**config.mk**
```make
export PLATFORM = sky130hd
export DESIGN_NAME = hvt_merge
export DESIGN_NICKNAME = d
export VERILOG_FILES = /design/src/rtl/hvt_pkg.sv /design/src/rtl/hvt_merge.sv
export SDC_FILE = /design/constraint.sdc
export NUM_CORES = 1
export LEC_CHECK = 0
export BUFFER_PORTS_ARGS = -buffer_cell sky130_fd_sc_hd__buf_2
export CORE_ASPECT_RATIO = 1.1
export CORE_MARGIN = 4
export CORE_UTILIZATION = 45
export DETAILED_ROUTE_END_ITERATION = 12
export PLACE_DENSITY_LB_ADDON = 0.05
export SYNTH_ARGS = -nofsm -noshare
export SYNTH_HDL_FRONTEND = slang
export SYNTH_SLANG_ARGS = --single-unit
```
**constraint.sdc**
```tcl
create_clock -name i_clk -period 14.5 [get_ports i_clk]
set_clock_uncertainty 0.15 [all_clocks]
set_input_delay 0.725 -clock i_clk [delete_from_list [all_inputs] [get_ports i_clk]]
set_output_delay 0.725 -clock i_clk [all_outputs]
set_load 0.05 [all_outputs]
```
**src/rtl/hvt_pkg.sv**
```systemverilog
package hvt_pkg;

    // Default fraction bits of the signed fixed-point format
    localparam int FRAC_BITS_DEF = 16;

    // Field and register widths
    localparam int COORD_W   = 32;
    localparam int PROD_W    = 2 * COORD_W;
    localparam int CFG_W     = 64;
    localparam int NUM_REGS  = 8;
    localparam int IDX_W     = 4;
    localparam int REG_SEL_W = $clog2(NUM_REGS);
    localparam int NUM_COLS  = 4;
    localparam int NUM_AXES  = 3;

    // Exact column sum: three 64-bit products plus the translation term
    localparam int SUM_W = PROD_W + 2;

    // Quotient bits produced by the divider before saturation
    localparam int Q_W = COORD_W;

    // Pipeline depths
    localparam int MAC_LAT = 3;
    localparam int DIV_LAT = Q_W + 3;
    localparam int LAT     = MAC_LAT + DIV_LAT;

    localparam logic [COORD_W-1:0] SAT_MAX = {1'b0, {(COORD_W-1){1'b1}}};
    localparam logic [COORD_W-1:0] SAT_MIN = {1'b1, {(COORD_W-1){1'b0}}};

    typedef struct packed {
        logic               w_was_zero;
        logic [COORD_W-1:0] out_z;
        logic [COORD_W-1:0] out_y;
        logic [COORD_W-1:0] out_x;
    } t_result;

endpackage

```
**src/rtl/hvt_merge.sv**
```systemverilog
module hvt_merge (
    input  logic                                i_clk,
    input  logic                                i_rst_n,
    input  logic                                i_push,
    input  logic [hvt_pkg::COORD_W-1:0]         i_lane_res [hvt_pkg::NUM_AXES],
    input  logic [hvt_pkg::NUM_AXES-1:0]        i_wzero,
    output logic                                o_ready,
    output logic                                o_valid,
    input  logic                                i_ready,
    output hvt_pkg::t_result                    o_res
);
    import hvt_pkg::*;

    t_result w_res;
    t_result r_out, r_skid;
    logic    r_out_vld, r_skid_full;
    logic    n_out_vld, n_skid_full;
    logic    w_load_out, w_load_skid, w_unskid;

    // Lanes agree on the zero flag; combine the three axis results into one request
    assign w_res.w_was_zero = |i_wzero;
    assign w_res.out_x      = i_lane_res[0];
    assign w_res.out_y      = i_lane_res[1];
    assign w_res.out_z      = i_lane_res[2];

    always_comb begin
        n_out_vld   = r_out_vld;
        n_skid_full = r_skid_full;
        w_load_out  = 1'b0;
        w_load_skid = 1'b0;
        w_unskid    = 1'b0;
        if (r_skid_full) begin
            if (i_ready) begin
                w_unskid    = 1'b1;
                n_skid_full = 1'b0;
            end
        end else if (i_push) begin
            if (!r_out_vld || i_ready) begin
                w_load_out = 1'b1;
                n_out_vld  = 1'b1;
            end else begin
                w_load_skid = 1'b1;
                n_skid_full = 1'b1;
            end
        end else if (i_ready) begin
            n_out_vld = 1'b0;
        end
    end

    always_ff @(posedge i_clk) begin
        if (!i_rst_n) begin
            r_out_vld   <= 1'b0;
            r_skid_full <= 1'b0;
        end else begin
            r_out_vld   <= n_out_vld;
            r_skid_full <= n_skid_full;
        end
    end

    always_ff @(posedge i_clk) begin
        if (w_load_out) begin
            r_out <= w_res;
        end else if (w_unskid) begin
            r_out <= r_skid;
        end
        if (w_load_skid) begin
            r_skid <= w_res;
        end
    end

    assign o_ready = !r_skid_full;
    assign o_valid = r_out_vld;
    assign o_res   = r_out;

endmodule

```
==> metrics.md <==
| Metric | Value |
|---|---|
| Status | `complete, no violations` |
| CTS Hold Buffers Added | `0` |
| CTS Buf Count | `17` |
| Slew @ Worst Pin | `1.10 ns` |
| Largest family of logic cells by synthesized area | `multiplexers` |
| Worst hold path class | `input port to flop` |
| Reg clk slew, reported paths | `0.07 ns` |
| DR pass1 iterations | `4` |
| CTS resizes | `0` |
| Layout area overhead | `24.6%` |
| Syn Inst Count | `315` |
| Crit path from | `i_ready` |
| Met3 Wirelength | `1440 um` |
| Post-synthesis mux area share | `16.2%` |
| Vias in the first global route | `3811` |
| Crit path capture | `o_res[55]$_DFFE_PP_` |
| Mean Syn Cell Area | `22.7 um^2` |
| Iter 0 DRT Violations | `263` |
| Core Region | `15700 um^2` |
| Post-Synth Adder-Cell Area | `0%` |
| Leakage Power | `3.41 nW` |
| Synth Area in Compound Gates | `0.314%` |
| Count of cell types in the netlist | `16` |
| Fin. Hold Viols | `0` |
| Routed Antenna Nets | `0` |
| Seq cells post-synth | `196` |
| Post-CTS setup buffers | `0` |
| GRT Total Usage | `15.4%` |
| Syn_nets | `418` |
| Yosys Warn Count | `0` |
| Worst r2r path cells | `4` |
| CP Capture Type | `flop` |
| Tmin final | `3.29 ns` |
| Dpl hpwl | `9070 um` |
| R2r endpoint | `o_res[55]$_DFFE_PP_` |
| Worst-skew pair later-pin latency | `0.42 ns` |
| Synthesized cell area | `7170 um^2` |
| M1 WL | `5540 um` |
| Worst path required time | `14.39 ns` |
| Post-synthesis sequential area ratio | `81.9%` |
| Min-delay src | `i_ready` |
| First-pass GRT wire length | `21000 um` |
| Slew headroom | `27.0%` |
| Port Buf Inserts | `201` |
| Number of antenna diodes | `0` |
| Fin nets | `632` |
| Via count | `3597` |
| Reg-to-reg slack, setup | `11.30 ns` |
| Simple-gate share of the synthesized area | `0.524%` |
| Max-slew violation count | `0` |
| Setup TNS Final | `0 ns` |
| Grt ovf | `0` |
| Initial antenna violation count | `1` |
| Clock Tree Buf Depth | `2` |
| Die outline width | `128 um` |
| H-tree depth | `4` |
| Synth Area in XOR/XNOR | `0%` |
| Critical path type | `input port to flop` |
| CTS tree | `done` |
| Root Driver | `clkbuf_16` |
| Vias per cell | `4.85` |
| Design area | `8930 um^2` |
| Critical Path AT | `3.18 ns` |
| Fmax | `303 MHz` |
| Final period util | `22.7%` |
| WL/cell | `18.5 um` |
| Final setup viols | `0` |
| RD Place Congestion | `0.738` |
| WL met2 | `6580 um` |
| R2R Path Start | `o_valid$_SDFFE_PN0P_` |
| Area after DPL | `8410 um^2` |
| Top layer reached by signal wires | `met5` |
| Layout cells sized above 1 | `61.6%` |
| RSZ-0062 raised after global routing | `false` |
| Max cap viols | `0` |
| Initial Util | `45.7%` |
| I/O pins | `202` |
| CTS Sinks | `196` |
| Pwr dens | `139 nW/um^2` |
| Critical Path Fanout Max | `80` |
| Die Y | `140 um` |
| Total wire length | `13700 um` |
| Startpoint types | `input port` |
| Site Rows | `48` |
| Peak VDD IR | `77.5 uV` |
| Die area | `18000 um^2` |
| Largest net degree at the start of global routing | `81` |
| Drt drc | `0` |
| # fillers | `1271` |
## power breakdown
part / switching (mW) / total (mW) / internal [mW]
registers: 0.00673 / 0.664 / 0.657
clock network: 0.200 / 0.419 / 0.219
logic: 0.114 / 0.161 / 0.0470
total: 0.321 / 1.24 / 0.923
## kinds of logic after synthesis
| group | after synthesis |
|---|---|
| simple gates | 6 |
| compound gates | 4 |
| flops | 196 |
| buf+inv | 12 |
| mux | 97 |
## flip-flops by register name, indices dropped and copies added, names as in the netlist
signal	count
o_res	97
r_skid	97
r_skid_full	1
o_valid	1
## synthesized netlist by cell type
cell / n / area (um^2)
edfxtp_1: 194 / 5830
mux2_2: 78 / 878
mux2_4: 19 / 285
buf_2: 7 / 35.0
buf_6: 3 / 33.8
dfxtp_1: 2 / 40.0
inv_1: 2 / 7.51
o21ai_0: 2 / 10.0
a21boi_0: 1 / 7.51
a21oi_1: 1 / 5.00
nand2_1: 1 / 3.75
nand2b_1: 1 / 6.26
nand3_2: 1 / 10.0
nor2_1: 1 / 3.75
nor3b_1: 1 / 7.51
or3_1: 1 / 6.26
## layout make-up
cell class	count	area (um^2)	share of cell area, %
flip-flops and latches	196	5870	65.7
multi-input cells	107	1250	14.0
repair buffers	205	1040	11.6
clock buffers	19	433	4.85
well taps	200	250	2.80
clock inverters	13	85.1	0.953
inverters	2	7.51	0.0841
## metrics by stage
| stage | setup WS, ns | util (%) | std cells | power, mW | hold slack [ns] |
|---|---|---|---|---|---|
| after floorplan | 6.11 | - | 315 | 0.798 | 0.350 |
| after global placement | 10.74 | 53.6 | 710 | 0.838 | 0.346 |
| after detailed placement | 10.69 | 53.6 | 710 | 0.841 | 0.367 |
| after CTS | 11.16 | 57.0 | 742 | 1.26 | 0.317 |
| after global routing | 11.00 | 57.0 | 742 | 1.29 | 0.316 |
| final | 11.21 | 57.0 | 742 | 1.24 | 0.338 |
## per-layer routing
metal  global-route usage, %  vias to the layer above
li1                        -                     1690
met1                    19.5                     1765
met2                    23.5                      127
met3                    7.48                       13
met4                    4.53                        2
met5                       0                        -
## how the worst min path moves through the flow
stage,end,depth (start not counted)
2_1_floorplan,r_skid_full$_SDFF_PN0_,2
3_3_place_gp,o_valid$_SDFFE_PN0P_,2
3_5_place_dp,r_skid_full$_SDFF_PN0_,2
4_1_cts,r_skid_full$_SDFF_PN0_,2
5_1_grt,r_skid[54]$_DFFE_PP_,1
6_report,r_skid_full$_SDFF_PN0_,2
## cell usage in the layout (no fill, tap or decap), types with 2 or more instances in the layout
master,n
dfxtp_1,2
clkbuf_16,17
clkinv_4,3
mux2_2,78
inv_6,2
clkinv_2,6
edfxtp_1,194
buf_4,4
buf_2,201
clkbuf_1,2
inv_1,2
mux2_4,19
## worst max-delay path, stage by stage
cell	delay (ns)
buf_2	0.10
nand2b_1	0.21
nand3_4	0.60
o21ai_4	0.54
buf_4	0.91
(Power assumes the default switching activity.)
